### src/hdl/crse_pkg.sv
// Shared constants and types for the clock ratio search and encoder.
package crse_pkg;

	localparam int MAX_FACTOR_DEF = 128;
	localparam int FREQ_W         = 11;
	localparam int FREQ_LIMIT     = 1280;
	localparam int FREQ_SCALE     = 1000;
	localparam int RATIO_DEN      = 10000;
	localparam int T_W            = 21;
	localparam int FACTOR_W       = 9;
	localparam int DIFF_W         = 29;
	localparam int CM_W           = 22;
	localparam int PROD_W         = FACTOR_W + DIFF_W;
	localparam int CELL_COUNT     = 4;
	localparam int ADDR_W         = 5;
	localparam int DATA_W         = 16;
	localparam int OUT_F_W        = 8;

	localparam logic [DATA_W-1:0] DATA_FLAG = 16'h1000;
	localparam logic [DATA_W-1:0] DATA_OUT0 = 16'h1000 | (16'd5 << 6) | 16'd5;
	localparam logic [DATA_W-1:0] DATA_OUT1 = 16'h1000 | (16'd1 << 6) | 16'd1;

	localparam logic [ADDR_W-1:0] ADDR_MULT = 5'h14;
	localparam logic [ADDR_W-1:0] ADDR_DIV  = 5'h16;
	localparam logic [ADDR_W-1:0] ADDR_OUT0 = 5'h08;
	localparam logic [ADDR_W-1:0] ADDR_OUT1 = 5'h0A;

	typedef enum logic [1:0] {CELL_IDLE, CELL_RUN, CELL_FLUSH, CELL_DONE} cell_state_t;
	typedef enum logic [1:0] {WR_MULT, WR_DIV, WR_OUT0, WR_OUT1} wr_sel_t;

	typedef struct packed {
		logic [T_W-1:0]      t;
		logic                have;
		logic [FACTOR_W-1:0] bm;
		logic [FACTOR_W-1:0] bd;
		logic [DIFF_W-1:0]   bdiff;
	} search_t;

endpackage

### src/hdl/crse_cell.sv
// Search cell: tries multipliers 2..MAX_FACTOR on its divider slice, passes the best on.
module crse_cell #(
	parameter int MAX_FACTOR = crse_pkg::MAX_FACTOR_DEF,
	parameter int D_LO       = 1,
	parameter int D_HI       = 1
) (
	input  logic              clk,
	input  logic              arst_n,
	input  logic              in_valid,
	output logic              in_ready,
	input  crse_pkg::search_t in_item,
	output logic              out_valid,
	input  logic              out_ready,
	output crse_pkg::search_t out_item
);

	localparam int FW = crse_pkg::FACTOR_W;
	localparam int XW = crse_pkg::DIFF_W;
	localparam int PW = crse_pkg::PROD_W;
	localparam int CW = crse_pkg::CM_W;
	localparam logic [FW-1:0] M_FIRST  = FW'(2);
	localparam logic [FW-1:0] M_LAST   = FW'(MAX_FACTOR);
	localparam logic [FW-1:0] D_FIRST  = FW'(D_LO);
	localparam logic [FW-1:0] D_LAST   = FW'(D_HI);
	localparam logic [CW-1:0] CM_FIRST = CW'(2 * crse_pkg::RATIO_DEN);
	localparam logic [CW-1:0] CM_STEP  = CW'(crse_pkg::RATIO_DEN);
	localparam bit EMPTY = (D_LO > D_HI);

	crse_pkg::cell_state_t state_q, state_d;
	crse_pkg::search_t     item_q;
	logic [FW-1:0] m_q, d_q;
	logic [CW-1:0] cm_q;
	logic [XW-1:0] dt_q;
	logic          v_s1;
	logic [XW-1:0] x_s1;
	logic [FW-1:0] m_s1, d_s1;
	logic          gen_valid, gen_last, take;
	logic [XW-1:0] cmx, x_d;
	logic [PW-1:0] cur, tst;

	assign gen_valid = (state_q == crse_pkg::CELL_RUN);
	assign gen_last  = (m_q == M_LAST) && (d_q == D_LAST);
	assign in_ready  = (state_q == crse_pkg::CELL_IDLE);
	assign out_valid = (state_q == crse_pkg::CELL_DONE);
	assign out_item  = item_q;

	assign cmx = XW'(cm_q);
	assign x_d = (cmx >= dt_q) ? (cmx - dt_q) : (dt_q - cmx);
	assign cur = PW'(d_s1) * PW'(item_q.bdiff);
	assign tst = PW'(item_q.bd) * PW'(x_s1);
	assign take = !item_q.have || (tst < cur);

	always_comb begin
		state_d = state_q;
		unique case (state_q)
			crse_pkg::CELL_IDLE: begin
				if (in_valid) begin
					if (EMPTY) state_d = crse_pkg::CELL_DONE;
					else state_d = crse_pkg::CELL_RUN;
				end
			end
			crse_pkg::CELL_RUN: begin
				if (gen_last) state_d = crse_pkg::CELL_FLUSH;
			end
			crse_pkg::CELL_FLUSH: state_d = crse_pkg::CELL_DONE;
			crse_pkg::CELL_DONE: begin
				if (out_ready) state_d = crse_pkg::CELL_IDLE;
			end
			default: state_d = crse_pkg::CELL_IDLE;
		endcase
	end

	always_ff @(posedge clk or negedge arst_n) begin
		if (!arst_n) begin
			state_q <= crse_pkg::CELL_IDLE;
			v_s1    <= 1'b0;
		end else begin
			state_q <= state_d;
			v_s1    <= gen_valid;
		end
	end

	always_ff @(posedge clk) begin
		if (in_ready && in_valid) begin
			item_q <= in_item;
			m_q    <= M_FIRST;
			d_q    <= D_FIRST;
			cm_q   <= CM_FIRST;
			dt_q   <= XW'(D_LO) * XW'(in_item.t);
		end else begin
			if (gen_valid) begin
				if (m_q == M_LAST) begin
					m_q  <= M_FIRST;
					cm_q <= CM_FIRST;
					d_q  <= d_q + FW'(1);
					dt_q <= dt_q + XW'(item_q.t);
				end else begin
					m_q  <= m_q + FW'(1);
					cm_q <= cm_q + CM_STEP;
				end
			end
			if (v_s1 && take) begin
				item_q.have  <= 1'b1;
				item_q.bm    <= m_s1;
				item_q.bd    <= d_s1;
				item_q.bdiff <= x_s1;
			end
		end
		x_s1 <= x_d;
		m_s1 <= m_q;
		d_s1 <= d_q;
	end

	a_flush_has_cand: assert property (@(posedge clk) disable iff (!arst_n)
		(state_q == crse_pkg::CELL_FLUSH) |-> v_s1)
		else $error("flush without pending candidate");
	a_cand_from_run: assert property (@(posedge clk) disable iff (!arst_n)
		v_s1 |-> $past(state_q == crse_pkg::CELL_RUN))
		else $error("candidate outside search");
	a_done_has_best: assert property (@(posedge clk) disable iff (!arst_n)
		(state_q == crse_pkg::CELL_DONE && !EMPTY) |-> item_q.have)
		else $error("search finished without best");
	a_best_div_range: assert property (@(posedge clk) disable iff (!arst_n)
		(state_q == crse_pkg::CELL_DONE && item_q.have) |->
		(item_q.bd >= FW'(1) && item_q.bd <= D_LAST))
		else $error("best divider out of range");

endmodule

### config.mk
export PLATFORM = sky130hd
export DESIGN_NAME = crse_cell
export DESIGN_NICKNAME = d
export VERILOG_FILES = /design/src/hdl/crse_pkg.sv /design/src/hdl/crse_cell.sv
export SDC_FILE = /design/constraint.sdc
export NUM_CORES = 2
export LEC_CHECK = 0
export BUFFER_PORTS_ARGS = -buffer_cell sky130_fd_sc_hd__buf_2
export CAP_MARGIN = 0
export CORE_MARGIN = 3
export CORE_UTILIZATION = 55
export DETAILED_ROUTE_END_ITERATION = 8
export PLACE_DENSITY_LB_ADDON = 0.3
export SLEW_MARGIN = 10
export SYNTH_ARGS = -nofsm -noshare
export SYNTH_HDL_FRONTEND = slang
export SYNTH_SLANG_ARGS = --single-unit
### constraint.sdc
create_clock -name clk -period 14.2 [get_ports clk]
set_input_delay 0.71 -clock clk [delete_from_list [all_inputs] [get_ports clk]]
set_output_delay 0.71 -clock clk [all_outputs]
set_load 0.005 [all_outputs]
# == Word-level counts from Yosys, hierarchy flattened ==
# Index checks and enable logic that the tools add are counted.
# totals
reg_bits,188
inputBits,73
wordCells,57
# classes
add_sub_neg,6
n_mul,2
n_lt_le_gt_ge,2
eq_ne,8
mux,12
reduce_logical,12
# op_table
operator,count
two-way mux 48 bit,2
multiplier 9 x 29 -> 38 bit,2
two-way mux 21 bit,3
less-than comparator 38 bit,1
adder 29 x 21 -> 29 bit,1
>= comparator 22 x 29 -> 1 bit,1
two-way mux 29 bit,1
subtractor 22 x 29 -> 29 bit,1
subtractor 29 x 22 -> 29 bit,1
adder 22 x 14 -> 22 bit (second input constant),1
two-way mux 22 bit,1
adder 9 x 1 -> 9 bit (second input constant),2
equality test 9 x 1 -> 1 bit (second input constant),1
equality test 9 x 8 -> 1 bit (second input constant),1
two-way mux 9 bit,1
one-hot mux 2 bit (4 select lines),1
two-way mux 2 bit,3
nonzero test 2 bit,3
equality test 2 bit (second input constant),2
inequality test 2 x 1 -> 1 bit (second input constant),2
AND reduction 2 bit,2
logical AND 1 bit,3
AND reduction 3 bit,1
equality test 2 x 1 -> 1 bit (second input constant),1
other kinds (4),4

# == Logic depth before layout (Yosys ltp) ==
# depth
depth_word,6
mapped_depth,32
depth_no_buf,30

# == Least setup slack after synthesis ==
# Ideal clock, no wire load.
# synth_path
path_kind,flip-flop to flip-flop
startpoint,register d_s1[0]
endpoint,register item_q (netlist bit out_item[0]) (enable)
setup_time_ns,0.520
arrival_ns,9.688
slack_ns,3.992
path_stages_with_launch,30
path_buffers,2
path_cell_list,dfxtp_1 -> clkbuf_1 -> clkbuf_1 -> nand2_1 -> fa_1 -> inv_1 -> fa_1 -> fa_1 -> inv_1 -> fa_1 -> inv_1 -> ha_1 -> and3_1 -> a221o_1 -> or3b_1 -> a21oi_1 -> a21o_1 -> o21ai_1 -> a31oi_1 -> xor2_1 -> ha_1 -> a21o_1 -> a21o_1 -> a21oi_1 -> nand3_1 -> a21oi_1 -> o21ai_0 -> o21ai_0 -> a21boi_0 -> o21ai_0
# synth_via
elab_chain_cells,5
# synth_rtl
item,line_no,rtl
from (decl),crse_cell.sv:36,"logic [FW-1:0] m_s1, d_s1;"
from (signal assigned),crse_cell.sv:111,d_s1 <= d_q;
multiplier 9 x 29 -> 38 bit,crse_cell.sv:49,assign cur = PW'(d_s1) * PW'(item_q.bdiff);
less-than comparator 38 bit,crse_cell.sv:51,assign take = !item_q.have || (tst < cur);
logical OR 1 bit,crse_cell.sv:51,
logical AND 1 bit,crse_cell.sv:102,if (v_s1 && take) begin
nonzero test 2 bit (no line),-,
to (signal assigned),crse_cell.sv:85,item_q <= in_item;
to (decl),crse_cell.sv:30,crse_pkg::search_t item_q;
# No other way between the ends.
# A chain may end at the register's enable or synchronous reset.

# == Worst setup path after layout ==
# layout_path
startpoint,register item_q (netlist bit out_item[29])
endpoint,register item_q (netlist bit out_item[2]) (enable)
# layout_via
elab_chain_cells,5
# layout_rtl
item,line_no,rtl
multiplier 9 x 29 -> 38 bit,crse_cell.sv:50,assign tst = PW'(item_q.bd) * PW'(x_s1);
less-than comparator 38 bit,crse_cell.sv:51,
logical OR 1 bit,crse_cell.sv:51,
logical AND 1 bit,crse_cell.sv:102,
nonzero test 2 bit (no line),-,
# No other way between the ends.

==> impl_results.md <==
- Status: finished, final reports clean
- Met2 Usage GRT: 46.8%
- Fin crit period: 9.32 ns
- Largest net degree at the start of global routing: 71
- TritonCTS Buffers: 17
- Initial antenna violation count: 0
- Setup violations, final: 0
- Hold Crit Class: in2async
- Fin util: 60.0%
- Mapped Area: 26,500 sq um
- Total nets after synthesis: 3,704
- CP Buf/Inv Count: 4
- Worst R2R End: out_item[2]
- Die Height: 226 um
- Post-Syn Instances: 3,027
- Syn. warnings: 0
- Register-to-register setup slack: 4.88 ns
- Core area: 47,100 sq um
- CTS sink cnt: 184
- RSZ-0062 raised after global routing: false
- CTS tree: yes
- Final HPWL DP: 51,300 um
- Worst Path Required: 14.31 ns
- Synth Area in Compound Gates: 9.79%
- Most used cell along the critical path: a21o_1
- Fraction of layout cells with a size suffix above 1: 7.23%
- Remaining DRCs: 0
- Starting DRT DRC Count: 1,141
- Largest family of logic cells by synthesized area: adder cells
- DR WL/cell: 17.6 um
- Initial Util: 56.4%
- Clk Latency, worst-skew pair: 0.48 ns
- Busiest grt layer: met2
- Post-synth EDFFs: 90
- Mux contribution to synthesized area: 0.198%
- Seq cells post-synth: 184
- Worst Setup EP: out_item[2]
- CP max-delay cell: edfxtp_1
- Slew HR: 23.3%
- H-tree levels: 4
- Grt met1 use: 34.6%
- Max clock buf depth: 2
- CP peak stage delay: 1.12 ns
- Seq/Total Area, Yosys: 17.3%
- IO Port Bufs: 143
- GR Util All Layers: 26.7%
- R2R depth: 28
- Vias in the first global route: 22,200
- Rows: 79
- Kind of end point of the critical path: flip-flop
- # nets final: 3,748
- Crit path depth: 28
- Total gr overflow: 0
- Ant diodes: 0
- Dominant synthesized flop cell: dfxtp_1
- Max-cap violation count: 0
- Synth-to-Final Area Change: 6.33%
- Total wire length: 65,100 um
- Met3 Use GR: 3.94%
- Fmax: 0.107 GHz
- Drt first pass iters: 5
- Placer congestion estimate: 0.875
- Die Footprint: 50,900 sq um
- Ys async rst share: 1.63%
- DIE WIDTH: 226 um
- CTS Root Buffer Type: clkbuf_16
- Crit-path max FO: 32
- Final Hold Viols: 0
- Crit Path Class: reg2reg
- Setup TNS: 0 ns
- Yosys cell types: 76
- Routed Antenna Nets: 0
- Post-CTS Hold Fix Bufs: 0
- Vias: 20,700
- Adder-cell share of the synthesized area: 39.3%
- Max Slew Vio Count: 0
- Tcrit/Tclk final: 65.6%
- Worst setup SP type: flip-flop
- Clk pin slew, worst setup/hold paths: 0.08 ns
- Clock Skews: 0.0223 ns
- CP delay by family, top: compound AO/OA/AOI/OAI gates
- Via/cell ratio: 5.61
- Number of gates resized after CTS: 0
- # IOs: 144
- Avg Cell Area, Syn: 8.76 sq um
- Post-Synth XOR/XNOR Area: 4.75%
- Simple logic cell fraction of the synthesized area: 19.4%
- Critical Path Start: out_item[29]
- Setup bufs post-CTS: 0
- First-pass GRT wire length: 110,000 um
- Worst-Margin Slew: 1.15 ns
- Reg-to-reg critical path startpoint: out_item[29]
- Worst endpoint data arrival time: 9.43 ns
## synthesized netlist by cell type, types with 4 or more instances
cell type  instances  area [sq um]
o31ai_1            5          37.5
a21oi_2            7          61.3
o211ai_1           6          45.0
and2_1           308          1930
a21oi_1          116           581
and3_1            20           125
nor4_1             6          37.5
o21ai_1           33           165
nand4_1           21           131
or4_1              4          30.0
ha_1             223          2790
inv_1            512          1920
xnor2_1           84           736
nor3_1            18          90.1
nand2_1          445          1670
a21o_1            68           510
nor2b_1           24           150
a211oi_1          15           113
fa_1             381          7630
nor2_1           117           439
buf_2             13          65.1
or2_2              4          25.0
edfxtp_1          90          2700
a31o_2             5          43.8
o21ai_0           48           240
or3_1              6          37.5
and4_1             7          61.3
o21a_1            16           120
dfxtp_1           91          1820
a221oi_1           5          43.8
xor2_1            60           526
o21bai_1          12          90.1
clkbuf_1         116           435
nand3_1           40           200
a31oi_1           19           119
nand2b_1          17           106
## cell families (layout without fill, tap and decap cells)
family	Yosys count	count (layout)
buffers and inverters	645	702
xor gates and xnor gates	144	144
other	2	2
muxes	5	5
AOI/OAI and AO/OA	396	396
and+or+nand+nor	1047	1047
DFF	184	184
adders and majority gates	604	604
## how the worst min path moves through the flow
stage          startpoint          to  slack [ns]  depth (start not counted)
4_1_cts            arst_n  state_q[1]        0.01                          1
3_3_place_gp       m_q[8]     m_s1[8]        0.37                          0
5_1_grt            arst_n  state_q[0]        0.01                          1
2_1_floorplan      m_q[8]     m_s1[8]        0.36                          0
6_report           arst_n  state_q[1]        0.03                          1
3_5_place_dp       m_q[8]     m_s1[8]        0.38                          0
## layout make-up
cell class / count / area [sq um]
multi-input combinational: 2198 / 19500
fill: 4135 / 18800
sequential: 184 / 4600
inverter: 512 / 1920
timing repair buffer: 158 / 832
tap: 607 / 759
clock buffer: 18 / 450
clock inverter: 14 / 150
## state kept, by name, indices dropped and copies added, names as in the netlist
register,count
cm_q,18
d_q,9
d_s1,9
dt_q,29
m_q,9
m_s1,9
out_item,69
state_q,2
v_s1,1
x_s1,29
## routing by layer
metal  share of wire (%)  vias up  routed length (um)
met2                  50      622               32400
met3                 5.6       87                3630
met1                  43    10400               27800
li1                    -     9579                   -
met5                   0        -                   0
met4                 2.0        0                1330
## cell usage in the layout, fill, tap and decap left out, drive strengths merged, types with 6 or more instances in the layout
cell type	n
a31oi	20
xnor2	84
buf	158
ha	223
clkbuf	18
a31o	7
edfxtp	90
fa	381
a211oi	18
nand2b	17
nor3	19
a21o	68
a21oi	123
o21a	16
nand3	40
and3	20
nor2	117
clkinv	6
inv	520
nand2	445
xor2	60
and4	7
o211ai	6
a221oi	7
o21ai	81
nand4	21
or3	6
nor2b	24
dfxtp	91
o21bai	12
nor4	7
and2	308
## metrics by stage
step,cell area (sq um),hold WS (ns),setup slack (ns),cells
floorplan,26500,0.358,3.99,3027
global placement,27600,0.372,5.15,3658
detailed placement,27600,0.378,4.91,3658
CTS,28200,0.00986,4.90,3690
global route,28200,0.0125,4.34,3691
finish,28200,0.0255,4.88,3691
Power is left out: the tool's default activity adds up to more than one toggle a clock period on the data nets, which glitch-free logic cannot reach.
