--- src/hdl/crse_pkg.sv ---
// Shared constants and types for the clock ratio search and encoder.
package crse_pkg;

	localparam int MAX_FACTOR_DEF = 128;
	localparam int FREQ_W         = 11;
	localparam int FREQ_LIMIT     = 1280;
	localparam int FREQ_SCALE     = 1000;
	localparam int RATIO_DEN      = 10000;
	localparam int T_W            = 21;
	localparam int FACTOR_W       = 9;
	localparam int DIFF_W         = 29;
	localparam int CM_W           = 22;
	localparam int PROD_W         = FACTOR_W + DIFF_W;
	localparam int CELL_COUNT     = 4;
	localparam int ADDR_W         = 5;
	localparam int DATA_W         = 16;
	localparam int OUT_F_W        = 8;

	localparam logic [DATA_W-1:0] DATA_FLAG = 16'h1000;
	localparam logic [DATA_W-1:0] DATA_OUT0 = 16'h1000 | (16'd5 << 6) | 16'd5;
	localparam logic [DATA_W-1:0] DATA_OUT1 = 16'h1000 | (16'd1 << 6) | 16'd1;

	localparam logic [ADDR_W-1:0] ADDR_MULT = 5'h14;
	localparam logic [ADDR_W-1:0] ADDR_DIV  = 5'h16;
	localparam logic [ADDR_W-1:0] ADDR_OUT0 = 5'h08;
	localparam logic [ADDR_W-1:0] ADDR_OUT1 = 5'h0A;

	typedef enum logic [1:0] {CELL_IDLE, CELL_RUN, CELL_FLUSH, CELL_DONE} cell_state_t;
	typedef enum logic [1:0] {WR_MULT, WR_DIV, WR_OUT0, WR_OUT1} wr_sel_t;

	typedef struct packed {
		logic [T_W-1:0]      t;
		logic                have;
		logic [FACTOR_W-1:0] bm;
		logic [FACTOR_W-1:0] bd;
		logic [DIFF_W-1:0]   bdiff;
	} search_t;

endpackage

--- src/hdl/crse_emit.sv ---
// Register write encoder: turns one search result into four synthesizer writes.
module crse_emit (
	input  logic                                clk,
	input  logic                                arst_n,
	input  logic                                in_valid,
	output logic                                in_ready,
	input  crse_pkg::search_t                   in_item,
	output logic                                out_valid,
	input  logic                                out_stall,
	output logic [crse_pkg::ADDR_W-1:0]         reg_address,
	output logic [crse_pkg::DATA_W-1:0]         reg_data,
	output logic [crse_pkg::OUT_F_W-1:0]        chosen_mult,
	output logic [crse_pkg::OUT_F_W-1:0]        chosen_div,
	output logic                                last_write
);

	localparam int FW = crse_pkg::FACTOR_W;

	function automatic logic [crse_pkg::DATA_W-1:0] split_count(input logic [FW-1:0] c);
		logic [7:0] half;
		logic [7:0] low;
		half = c[8:1];
		low  = half + {7'b0, c[0]};
		split_count = {2'b00, half, 6'b000000} | {8'h00, low};
	endfunction

	logic                  valid_q;
	crse_pkg::wr_sel_t     sel_q;
	logic [FW-1:0]         mult_q, div_q;
	logic                  xfer;

	assign xfer      = valid_q && !out_stall;
	assign in_ready  = !valid_q || (xfer && sel_q == crse_pkg::WR_OUT1);
	assign out_valid = valid_q;
	assign chosen_mult = mult_q[crse_pkg::OUT_F_W-1:0];
	assign chosen_div  = div_q[crse_pkg::OUT_F_W-1:0];
	assign last_write  = (sel_q == crse_pkg::WR_OUT1);

	always_comb begin
		unique case (sel_q)
			crse_pkg::WR_MULT: begin
				reg_address = crse_pkg::ADDR_MULT;
				reg_data    = crse_pkg::DATA_FLAG | split_count(mult_q);
			end
			crse_pkg::WR_DIV: begin
				reg_address = crse_pkg::ADDR_DIV;
				reg_data    = (div_q == FW'(1)) ? crse_pkg::DATA_FLAG : split_count(div_q);
			end
			crse_pkg::WR_OUT0: begin
				reg_address = crse_pkg::ADDR_OUT0;
				reg_data    = crse_pkg::DATA_OUT0;
			end
			default: begin
				reg_address = crse_pkg::ADDR_OUT1;
				reg_data    = crse_pkg::DATA_OUT1;
			end
		endcase
	end

	always_ff @(posedge clk or negedge arst_n) begin
		if (!arst_n) begin
			valid_q <= 1'b0;
			sel_q   <= crse_pkg::WR_MULT;
		end else if (in_ready && in_valid) begin
			valid_q <= 1'b1;
			sel_q   <= crse_pkg::WR_MULT;
		end else if (xfer) begin
			unique case (sel_q)
				crse_pkg::WR_MULT: sel_q <= crse_pkg::WR_DIV;
				crse_pkg::WR_DIV:  sel_q <= crse_pkg::WR_OUT0;
				crse_pkg::WR_OUT0: sel_q <= crse_pkg::WR_OUT1;
				default: begin
					sel_q   <= crse_pkg::WR_MULT;
					valid_q <= 1'b0;
				end
			endcase
		end
	end

	always_ff @(posedge clk) begin
		if (in_ready && in_valid) begin
			mult_q <= in_item.bm;
			div_q  <= in_item.bd;
		end
	end

endmodule

--- config.mk ---
export PLATFORM = sky130hd
export DESIGN_NAME = crse_emit
export DESIGN_NICKNAME = d
export VERILOG_FILES = /design/src/hdl/crse_pkg.sv /design/src/hdl/crse_emit.sv
export SDC_FILE = /design/constraint.sdc
export NUM_CORES = 1
export LEC_CHECK = 0
export BUFFER_PORTS_ARGS = -buffer_cell sky130_fd_sc_hd__buf_2
export CAP_MARGIN = 40
export CORE_ASPECT_RATIO = 0.9
export CORE_MARGIN = 4
export CORE_UTILIZATION = 42
export DETAILED_ROUTE_END_ITERATION = 10
export GPL_TIMING_DRIVEN = 0
export PLACE_DENSITY_LB_ADDON = 0.3
export SLEW_MARGIN = 25
export SYNTH_ARGS = -nofsm -noshare
export SYNTH_HDL_FRONTEND = slang
export SYNTH_SLANG_ARGS = --single-unit
--- constraint.sdc ---
create_clock -name clk -period 5 [get_ports clk]
set_input_delay 0.5 -clock clk [delete_from_list [all_inputs] [get_ports clk]]
set_output_delay 0.5 -clock clk [all_outputs]
set_load 0.03 [all_outputs]
# Word-level counts from Yosys, hierarchy flattened
# Cells that the tools add are included.
# W data, S select, Z words.
# word_totals
in_bits	73
reg_bits	21
wordCells	32
# classes
n_reduce_logical	10
n_mux	9
bitwise_logic	2
addsub	2
n_eq_ne	5
# op_table
operator	n
$pmux W14 S3	1
$or A14 B8 Y14	2
$add A8 B1 Y8	2
$pmux W5 S3	1
$mux W14	1
$eq A9 B1 Y1 const B	1
$pmux W2 S3	1
$eq A2 B2 Y1 const B	2
$mux W2	2
$logic_and A1 B1 Y1	3
$mux W1	3
$reduce_or A3 Y1	1
$eq A2 B1 Y1 const B	1
$logic_not A1 Y1	2
$logic_not A2 Y1	1
$ne A2 B1 Y1 const B	1
$reduce_and A2 Y1	1
$reduce_bool A2 Y1	1
$logic_or A1 B1 Y1	1

# Logic depth before layout (Yosys ltp)
# Gate-level depths: netlist of run 1.
# logic_depth
word_depth	7
ltp_mapped	6
mapped_depth_nobuf	6

# Worst setup path before layout of run 1
# Ideal clock, no wire load.
# synth_timing
kind	register -> register
start	register sel_q[1]
end	register div_q[0] (enable)
setup_time_ns	0.377
stages_incl_launch_ff	5
path_slack_ns	2.285
path_buffers	0
t_arrival_ns	2.339
cell_sequence	dfrtp_1 -> ha_1 -> inv_1 -> o21ai_0 -> and2_1
# synth_via
elab_chain_len	4
# synth_lines
element	line_no	rtl
from (decl)	crse_emit.sv:28	crse_pkg::wr_sel_t sel_q;
from (signal assigned)	crse_emit.sv:63	sel_q <= crse_pkg::WR_MULT;
from (signal assigned)	crse_emit.sv:66	sel_q <= crse_pkg::WR_MULT;
from (signal assigned)	crse_emit.sv:69	crse_pkg::WR_MULT: sel_q <= crse_pkg::WR_DIV;
$eq A2 B2 Y1	-	
net last_write	crse_emit.sv:14	output logic last_write
$logic_and A1 B1 Y1	crse_emit.sv:33	assign in_ready = !valid_q || (xfer && sel_q == crse_pkg::WR_OUT1);
$logic_or A1 B1 Y1	crse_emit.sv:33	
net in_ready	crse_emit.sv:6	output logic in_ready,
$logic_and A1 B1 Y1	crse_emit.sv:81	if (in_ready && in_valid) begin
to (signal assigned)	crse_emit.sv:83	div_q <= in_item.bd;
to (decl)	crse_emit.sv:29	logic [FW-1:0] mult_q, div_q;
# The timed path passes the listed nets, and every way through them passes these cells.
# A chain may end at the register's enable or synchronous reset.

# Worst setup path after layout of run 1
# layout_timing
start	register sel_q[1]
end	output reg_data[5] (netlist bit)
# layout_via
elab_chain_len	2
elab_cells_between_ends	4
# layout_lines
element	line_no	rtl
$eq A2 B2 Y1 (tied with other cells)	crse_emit.sv:40	unique case (sel_q)
$pmux W14 S3 (*)	crse_emit.sv:40	
to (decl)	crse_emit.sv:11	output logic [crse_pkg::DATA_W-1:0] reg_data,
# Mark *: on every way between the ends. The rest lies on a longest branch, timed or not.

==> metrics.yaml, run 1 <==
status: "finished clean"
drc_errors: 0
grt_pass1_vias: 1115
num_rows: 19
period_share_pct: 53.1
post_drt_wl_per_cell_um: 13.6
via_count: 1142
synth_compound_area_share_pct: 14.6
synthSimpleGateAreaFrac_pct: 13.0
max_freq_mhz: 377
grt_pass1_wl_um: 5120
grt_usage_pct: 15.4
insertion_delay_ns: 0.26
max_slew_margin_pct: 63.6
postRouteAntennaNets: 0
setup.worst_path.start_class: "register"
area_growth_pct: 29.6
layout_commonest_cell: "buf_2"
cts_tree: "built"
ys_types: 33
r2r_slack_ns: 2.91
antenna_cells: 0
crit_type: "reg2out"
overflow: 0
rsz0062_at_grt: "no"
cp_data_required_time_ns: 4.50
fin_util_pct: 57.4
antenna_found_initial: 0
drive_above_1_share_pct: 45.6
synth_area_leaders: "edfxtp_1 39%, buf_4 11%, ha_1 8.2%"
vias_per_cell: 4.82
synth_area_leader_cell: "edfxtp_1"
min_period_ns: 2.65
synth-seq-area-share_pct: 44.6
synth.top_cell.area_share_pct: 39.2
arrival_ns: 2.15
drv_slew: 0
skew_ns: 0.00104
fp.dieArea_mm2: 0.00427
regToRegEndpoint: "mult_q[5]"
portBuffers: 58
post_cts_resized: 0
synth_fa_ha_area_share_pct: 8.16
power_density_mw_per_mm2: 573
io_pins: 113
ys_warn_count: 0
setup_tns_ns: 0
syn_inst: 130
postCtsSetupBuffers: 0
die_y_um: 62.4
gp_congestion: 0.802
yosys.area_share.xor_xnor_pct: 5.08
synth_top_family_by_area: "compound AO/OA/AOI/OAI gates"
holdCritPathClass: "in2async"
holdBufCountCts: 0
routed_wirelength_um: 3220
core_area_mm2: 0.00311
avgSynthCellArea_um2: 10.6
endpoint_kind: "output port"
ys_ff_latch: 21
die-width_um: 68.4
cts_buffer_depth: 2
critPathMaxFanout: 8
start_util_pct: 44.3
hpwlAfterDp_um: 2530
syn_area_mm2: 0.00138
reg2reg_depth: 5
hold_viol_final: 0
dr.pass1.iters: 4
numCtsBuffers: 3
p_leak_nw: 0.834
h-tree-depth: 1
mostFrequentLayoutCells: "58 x buf_2, 20 x buf_4, 18 x edfxtp_1, 14 x nor2_1, 9 x ha_1"
drt_iter0_markers: 52
fin_nets: 278
synthMuxAreaShare_pct: 0.725
vdd_drop_max_v: 0.000192
maxCapViolCount: 0
grt_start_max_net_pins: 20
r2r_start: "sel_q[1]"
cts.sinks: 21
tightest_slew_ns: 0.546
clock-root-buffer: "clkbuf_8"
setup_viol: 0
path_clk_slew_ns: 0.08
[worst max path at each step]
stage	from	endpoint	slack, ns
global route	sel_q[1]	reg_data[5]	2.20
detailed placement	sel_q[1]	reg_data[5]	2.66
global placement	sel_q[1]	reg_data[5]	2.71
finish	sel_q[1]	reg_data[5]	2.35
CTS	sel_q[1]	reg_data[5]	2.36
floorplan	sel_q[1]	div_q[0]	2.28
[critical path, stage by stage, from the launching register on]
cell	delay, ns
dfrtp_1	0.42
inv_1	0.09
ha_1	0.32
inv_1	0.16
a41oi_4	0.30
inv_1	0.11
o32ai_2	0.25
buf_2	0.24
[registers in the layout (all words and copies together) (netlist names)]
register   count
out_valid      1
div_q          9
mult_q         9
sel_q          2
[final cells by class]
cell class	instances	area, µm²
Clock buffer	3	41.3
Fill cell	290	1330
Tap cell	42	52.6
Clock inverter	1	5.00
Timing Repair Buffer	59	302
Buffer	22	158
Multi-Input combinational cell	81	584
Inverter	8	30.0
Sequential cell	21	616
[layer usage]
layer	vias to the layer above	share of wire [%]	global-route usage (%)
li1	569	-	-
met4	0	1.7	5.96
met5	-	0	0
met1	521	41	19.6
met2	45	49	25.0
met3	7	7.7	3.24
[logic make-up after synthesis]
kind of cell	Yosys count
compound gates	25
fa+ha+maj	9
other cells	1
buf+inv	30
flops	21
simple gates	35
mux	1
xor+xnor	8
[Yosys cell counts]
cell type / count
inv_1: 8
a221oi_2: 1
a31oi_1: 1
edfxtp_1: 18
dfrtp_1: 3
nor4_4: 1
a21oi_1: 2
nor3_1: 1
and3_1: 1
o21ai_0: 8
nand4_1: 1
o32ai_2: 1
conb_1: 1
a22oi_1: 7
clkbuf_1: 2
or2_2: 2
nand2b_1: 1
and2_1: 1
nand2_1: 5
a221oi_1: 1
a311o_1: 1
nand3_1: 6
nand3b_1: 1
a41oi_4: 1
ha_1: 9
buf_4: 20
nor2b_1: 1
xnor2_1: 5
o31ai_1: 1
xor2_1: 3
mux2i_1: 1
o21a_1: 1
nor2_1: 14
[power breakdown]
| group | internal, mW | switching [mW] | total [mW] |
|---|---|---|---|
| sequential | 0.222 | 0.0286 | 0.250 |
| clock | 0.0555 | 0.0564 | 0.112 |
| combinational | 0.211 | 0.452 | 0.663 |
[per-stage QoR]
step | worst slack [ns] | instances | total power [mW] | area [µm²] | hold slack [ns]
floorplan | 2.28 | 132 | 0.740 | 1390 | 0.204
global placement | 2.71 | 232 | 0.906 | 1730 | 0.296
detailed placement | 2.66 | 232 | 0.915 | 1730 | 0.300
CTS | 2.36 | 236 | 1.03 | 1780 | 0.0173
global route | 2.20 | 237 | 1.10 | 1790 | 0.0157
finish | 2.35 | 237 | 1.03 | 1790 | 0.0162
Note: power is estimated with default switching activity, not from simulation.
==> run 2, diff against run 1 <==
--- a/config.mk
+++ b/config.mk
@@ -9,7 +9,7 @@
 export CAP_MARGIN = 40
 export CORE_ASPECT_RATIO = 0.9
 export CORE_MARGIN = 4
-export CORE_UTILIZATION = 42
+export CORE_UTILIZATION = 39
 export DETAILED_ROUTE_END_ITERATION = 10
 export GPL_TIMING_DRIVEN = 0
 export PLACE_DENSITY_LB_ADDON = 0.3
==> constraint.sdc (replaced) <==
create_clock -name clk -period 2.65 [get_ports clk]
set_input_delay 0.265 -clock clk [delete_from_list [all_inputs] [get_ports clk]]
set_output_delay 0.265 -clock clk [all_outputs]
set_load 0.03 [all_outputs]
==> metrics.yaml, run 2 (same netlist as run 1, synthesis figures left out) <==
critPathMaxFanout: 8  # unchanged
overflow: 0  # unchanged
gp_congestion: 0.833  # +3.9%
p_leak_nw: 0.836  # +0.30%
insertion_delay_ns: 0.25  # about the same
mostFrequentLayoutCells: "58 x buf_2, 20 x buf_4, 18 x edfxtp_1, 14 x nor2_1, 9 x ha_1"
vias_per_cell: 4.87  # +1.1%
post_drt_wl_per_cell_um: 13.7  # +0.68%
power_density_mw_per_mm2: 1080  # +88%
r2r_slack_ns: 0.78  # -2.13 ns
grt_start_max_net_pins: 20  # unchanged
drv_slew: 0  # unchanged
hold_viol_final: 0  # unchanged
holdBufCountCts: 1  # +1
hpwlAfterDp_um: 2610  # +3.3%
drc_errors: 0  # unchanged
grt_usage_pct: 15.1  # -0.34 points
setup_viol: 0  # unchanged
postCtsSetupBuffers: 0  # unchanged
regArea_um2: 616  # unchanged
r2r_start: "sel_q[1]"
max_freq_mhz: 407
maxCapViolCount: 0  # unchanged
start_util_pct: 40.6  # -3.8 points
postRouteAntennaNets: 0  # unchanged
skew_ns: 0.00277  # +0.00174 ns
arrival_ns: 2.19  # +0.04 ns
layout_commonest_cell: "buf_2"
met2_usage_pct: 26.7  # +1.7 points
grt_use_met1_pct: 18.4  # -1.2 points
cp_data_required_time_ns: 2.38  # -2.12 ns
die_y_um: 64.4  # +3.3%
min_period_ns: 2.46
io_pins: 113  # unchanged
startpoint: "sel_q[1]"
final.setup.worst_slack_ns: 0.191  # -2.16 ns
area_growth_pct: 30.6
crit_type: "reg2out"
nFillCells: 339  # +17%
cts.sinks: 21  # unchanged
rsz0062_at_grt: "no"
setup.worst_path.start_class: "register"
clock-root-buffer: "clkbuf_8"
endpoint_kind: "output port"
holdCritPathClass: "in2reg"
cts_tree: "built"
post_cts_resized: 0  # unchanged
multi_input_area_um2: 584  # unchanged
regToRegEndpoint: "div_q[3]"
grt_pass1_wl_um: 5580  # +8.9%
vdd_drop_max_v: 0.000463  # +140%
routed_wirelength_um: 3280  # +2.0%
status: "finished clean"
largestRegisters: "div_q x9, mult_q x9, sel_q x2"
h-tree-depth: 1  # unchanged
cts_buffer_depth: 2  # unchanged
via_count: 1169  # +2.4%
numCtsBuffers: 3  # unchanged
period_share_pct: 92.8
dp_slack_ns: 0.490  # -2.17 ns
fp.dieArea_mm2: 0.00456  # +6.7%
endpoint: "reg_data[5]"
use_met3_pct: 2.95  # -0.29 points
portBuffers: 58  # unchanged
antenna_found_initial: 0  # unchanged
path_clk_slew_ns: 0.07  # about the same
grt_pass1_vias: 1235  # +11%
dr.pass1.iters: 4  # unchanged
num_rows: 20  # +1
drive_above_1_share_pct: 44.9  # -0.74 points
core_area_mm2: 0.00340  # +9.3%
drt_iter0_markers: 33  # -37%
setup_tns_ns: 0  # unchanged
reg2reg_depth: 5  # unchanged
die-width_um: 70.7  # +3.3%
antenna_cells: 0  # unchanged
busiest_layer: "met2"
fin_nets: 279  # +0.36%
## run 2: layout make-up
cell class / instances / share of cell area, %
Tap cell: 44 / 3.05
Inverter: 8 / 1.67
Sequential cell: 21 / 34.1
Clock buffer: 4 / 2.50
Buffer: 22 / 8.74
Timing Repair Buffer: 60 / 17.5
Multi-Input combinational cell: 81 / 32.4
## run 2: per-stage QoR
stage	instance area, µm²	utilization [%]	instances	hold WS [ns]	power [mW]
5_1_grt	1800	53.0	240	0.169	2.09
3_5_place_dp	1730	50.9	234	0.0636	1.75
4_1_cts	1790	52.5	239	0.177	1.95
6_report	1800	53.0	240	0.181	1.94
2_1_floorplan	1390	-	132	-0.0306	1.40
3_3_place_gp	1730	50.9	234	0.0601	1.72
## run 2: how the worst min path moves through the flow
stage	from	to	slack (ns)	depth (start not counted)
global route	in_item[38]	mult_q[0]	0.17	1
CTS	in_item[29]	div_q[0]	0.18	1
detailed placement	arst_n	sel_q[0]	0.06	1
finish	in_item[38]	mult_q[0]	0.18	1
global placement	arst_n	out_valid	0.06	1
floorplan	arst_n	out_valid	-0.03	0
## run 2: report_power, final
group	internal (mW)	total (mW)	switching, mW
clock network	0.107	0.202	0.0952
registers	0.418	0.476	0.0576
logic	0.402	1.27	0.865
total	0.927	1.94	1.02
## run 2: per-layer routing
metal / up-vias / wire length, µm / part of all wire (%)
met3: 2 / 216 / 6.6
met1: 556 / 1340 / 41
met2: 39 / 1710 / 52
met5: - / 0 / 0
li1: 572 / - / -
met4: 0 / 18 / 0.55
## run 2: critical path, stage by stage, from the launching register on
cell     delay (ns)
dfrtp_1        0.42
inv_1          0.11
ha_1           0.35
inv_1          0.16
a41oi_4        0.30
inv_1          0.11
o32ai_2        0.25
buf_2          0.24
==> run 3, diff against run 2 <==
--- a/config.mk
+++ b/config.mk
@@ -5,11 +5,12 @@
 export SDC_FILE = /design/constraint.sdc
 export NUM_CORES = 1
 export LEC_CHECK = 0
+export ABC_AREA = 1
 export BUFFER_PORTS_ARGS = -buffer_cell sky130_fd_sc_hd__buf_2
 export CAP_MARGIN = 40
 export CORE_ASPECT_RATIO = 0.9
 export CORE_MARGIN = 4
-export CORE_UTILIZATION = 39
+export CORE_UTILIZATION = 43
 export DETAILED_ROUTE_END_ITERATION = 10
 export GPL_TIMING_DRIVEN = 0
 export PLACE_DENSITY_LB_ADDON = 0.3
==> constraint.sdc (replaced) <==
create_clock -name clk -period 3.1 [get_ports clk]
set_input_delay 0.31 -clock clk [delete_from_list [all_inputs] [get_ports clk]]
set_output_delay 0.31 -clock clk [all_outputs]
set_load 0.03 [all_outputs]
==> metrics.yaml, run 3 <==
largestRegisters: "div_q x9, mult_q x9, sel_q x2"
comb_power_share_pct: 65.2  # about the same
p_int_uw: 803  # -13%
vdd_drop_max_v: 0.000455  # -1.8%
rsz0062_at_grt: "no"
dp_slack_ns: 1.18  # +0.686 ns
portBuffers: 58  # unchanged
endpoint_kind: "output port"
arrival_ns: 1.87  # -0.32 ns
synth_area_leader_cell: "edfxtp_1"
grt_usage_pct: 15.4  # +0.31 points
p_sw_uw: 894  # -12%
clkPwrFrac_pct: 10.0  # -0.4 points
yosys-top-cells-count: "39 x nand2_1, 27 x inv_1, 21 x buf_4"
final_area_mm2: 0.00187  # +3.5%
dr_wl_met3_um: 264  # +22%
setup_viol: 0  # unchanged
async_flop_share_pct: 14.3  # unchanged
cp_data_required_time_ns: 2.79  # +0.41 ns
fin_nets: 327  # +17%
setup.worst_path.start_class: "register"
drt_iter0_markers: 97  # +190%
clock-root-buffer: "clkbuf_8"
num_rows: 19  # -5.0%
ys_types: 24  # -27%
skew_ns: 0.00234  # -0.000435 ns
post_cts_resized: 0  # unchanged
overflow: 0  # unchanged
sw_frac_of_total_pct: 52.7  # +0.34 points
hpwlAfterDp_um: 2690  # +2.8%
ys_warn_count: 0  # unchanged
path_clk_slew_ns: 0.07  # about the same
synth-seq-area-share_pct: 42.2  # -2.4 points
path_cells: "ha_1 > ha_1 > nand2_2 > nor2_2 > nand2_1 > nand2_1 > nand3_1 > nand2_1 > nand3_2 > buf_2"
postRouteAntennaNets: 0  # unchanged
cts_tree: "built"
max_freq_mhz: 458
wl_met2_um: 1600  # -6.4%
nFillCells: 314  # -7.4%
final.setup.worst_slack_ns: 0.918  # +0.727 ns
mostFrequentLayoutCells: "59 x buf_2, 39 x nand2_1, 27 x inv_1, 21 x buf_4, 18 x edfxtp_1"
postCtsSetupBuffers: 0  # unchanged
seq_power_share_pct: 24.9  # +0.4 points
core_area_mm2: 0.00316  # -7.1%
vias_per_cell: 4.62  # -5.1%
insertion_delay_ns: 0.25  # about the same
syn_inst: 179  # +38%
drive_above_1_share_pct: 36.9  # -8.0 points
cpPeakStageDelay_ns: 0.38  # -0.04 ns
ys_ff_latch: 21  # unchanged
regArea_um2: 616  # unchanged
cts_buffer_depth: 2  # unchanged
ys.flop_type: "edfxtp_1"
fp.dieArea_mm2: 0.00439  # -3.6%
synth_area_leaders: "edfxtp_1 37%, buf_4 11%, nand2_1 10%"
power_density_mw_per_mm2: 909  # -16%
wl_met1_um: 1410  # +5.4%
maxCapViolCount: 0  # unchanged
die-width_um: 69.4  # -1.8%
post_drt_wl_per_cell_um: 11.5  # -16%
grt_pass1_vias: 1260  # +2.0%
io_pins: 113  # unchanged
gp_congestion: 0.920  # +11%
cts.sinks: 21  # unchanged
dp.cells: 281  # +20%
start_util_pct: 46.2  # +5.6 points
antenna_found_initial: 0  # unchanged
period_share_pct: 70.4
status: "finished clean"
via_count: 1322  # +13%
cp_slowest_cell: "edfxtp_1"
p_leak_nw: 0.986  # +18%
layout_commonest_cell: "buf_2"
yosysMostFrequentCell: "nand2_1"
stdcell_count: 286  # +19%
area_growth_pct: 27.8
top_layer: "met4"
antenna_cells: 0  # unchanged
avgSynthCellArea_um2: 8.16  # -23%
holdBufCountCts: 1  # unchanged
crit_type: "reg2out"
grt_start_max_net_pins: 20  # unchanged
setup_tns_ns: 0  # unchanged
drv_slew: 0  # unchanged
min_period_ns: 2.18
multi_input_area_um2: 584  # unchanged
place_area_mm2: 0.00181  # +4.5%
synth.top_cell.area_share_pct: 37.0  # -2.1 points
drc_errors: 0  # unchanged
critPathMaxFanout: 4  # -4
holdCritPathClass: "in2reg"
p_total_mw: 1.70  # -13%
cp_common_cell: "nand2_1"
numCtsBuffers: 3  # unchanged
grt_pass1_wl_um: 5530  # -0.75%
die_y_um: 63.3  # -1.8%
dr.pass1.iters: 4  # unchanged
routed_wirelength_um: 3300  # +0.67%
max_slew_margin_pct: 54.8
tightest_slew_ns: 0.677
hold_viol_final: 0  # unchanged
syn_area_mm2: 0.00146  # +5.8%
h-tree-depth: 1  # unchanged
synth_edf_count: 18  # unchanged
run 3: cell types whose count changed after synthesis, moves of 2 or more:
cell and change:
xnor2_1 -5, nand2_1 +34, a22oi_1 -7, o21ai_0 +2
xor2_1 -2, a21oi_1 +11, inv_1 +19, nand3_2 +2
nand3_1 +8, nor2_1 -4
run 3: power groups by stage:
stage	logic [mW]	clock network, mW	registers (mW)
6_report	1.11	0.169	0.422
5_1_grt	1.21	0.186	0.428
4_1_cts	1.12	0.177	0.422
3_5_place_dp	1.11	0	0.427
3_3_place_gp	1.10	0	0.427
2_1_floorplan	0.814	0	0.425
run 3: cell families after synthesis:
kind of cell | synth area share (%)
AOI/OAI and AO/OA | 9.94
xor gates and xnor gates | 0.600
adders and majority gates | 7.71
buffers and inverters | 18.3
DFF | 42.2
other | 0.257
and+or+nand+nor | 21.0
run 3: worst paths after layout:
path,endpoint,startpoint,depth (start not counted),slack [ns]
min,div_q[1],in_item[30],1,0.23
min reg2reg,out_valid,out_valid,2,0.55
min in group asynchronous,out_valid,arst_n,2,0.38
max in group asynchronous,sel_q[1],arst_n,2,2.62
max reg2reg,div_q[7],sel_q[0],5,1.19
max,reg_data[6],div_q[0],10,0.92
run 3: final cells by class:
| cell class | instances | area share [%] |
|---|---|---|
| repair buffers | 59 | 16.1 |
| clock buffers | 3 | 2.21 |
| plain buffers | 23 | 8.91 |
| clock inverters | 1 | 0.268 |
| well taps | 42 | 2.82 |
| multi-input cells | 110 | 31.3 |
| inverters | 27 | 5.43 |
| flip-flops and latches | 21 | 33.0 |
run 3: through the flow:
stage,hold WS (ns),utilization (%)
after detailed placement,0.107,57.3
after global routing,0.217,59.0
after global placement,0.108,57.3
after CTS,0.219,59.0
final,0.226,59.0
after floorplan,0.0144,-
run 3: per-layer routing:
metal	global-route usage, %	up-vias
li1	-	688
met1	21.1	578
met2	25.2	52
met3	1.91	4
met4	5.12	0
met5	0	-
run 3: worst max-delay path, delay by kind of cell, from the launching register on:
kind	cells	cell delay, ns
adder cells (fa/ha/maj)	2	0.48
buffers and inverters	1	0.18
AND/OR/NAND/NOR	7	0.58
flip-flops	1	0.38
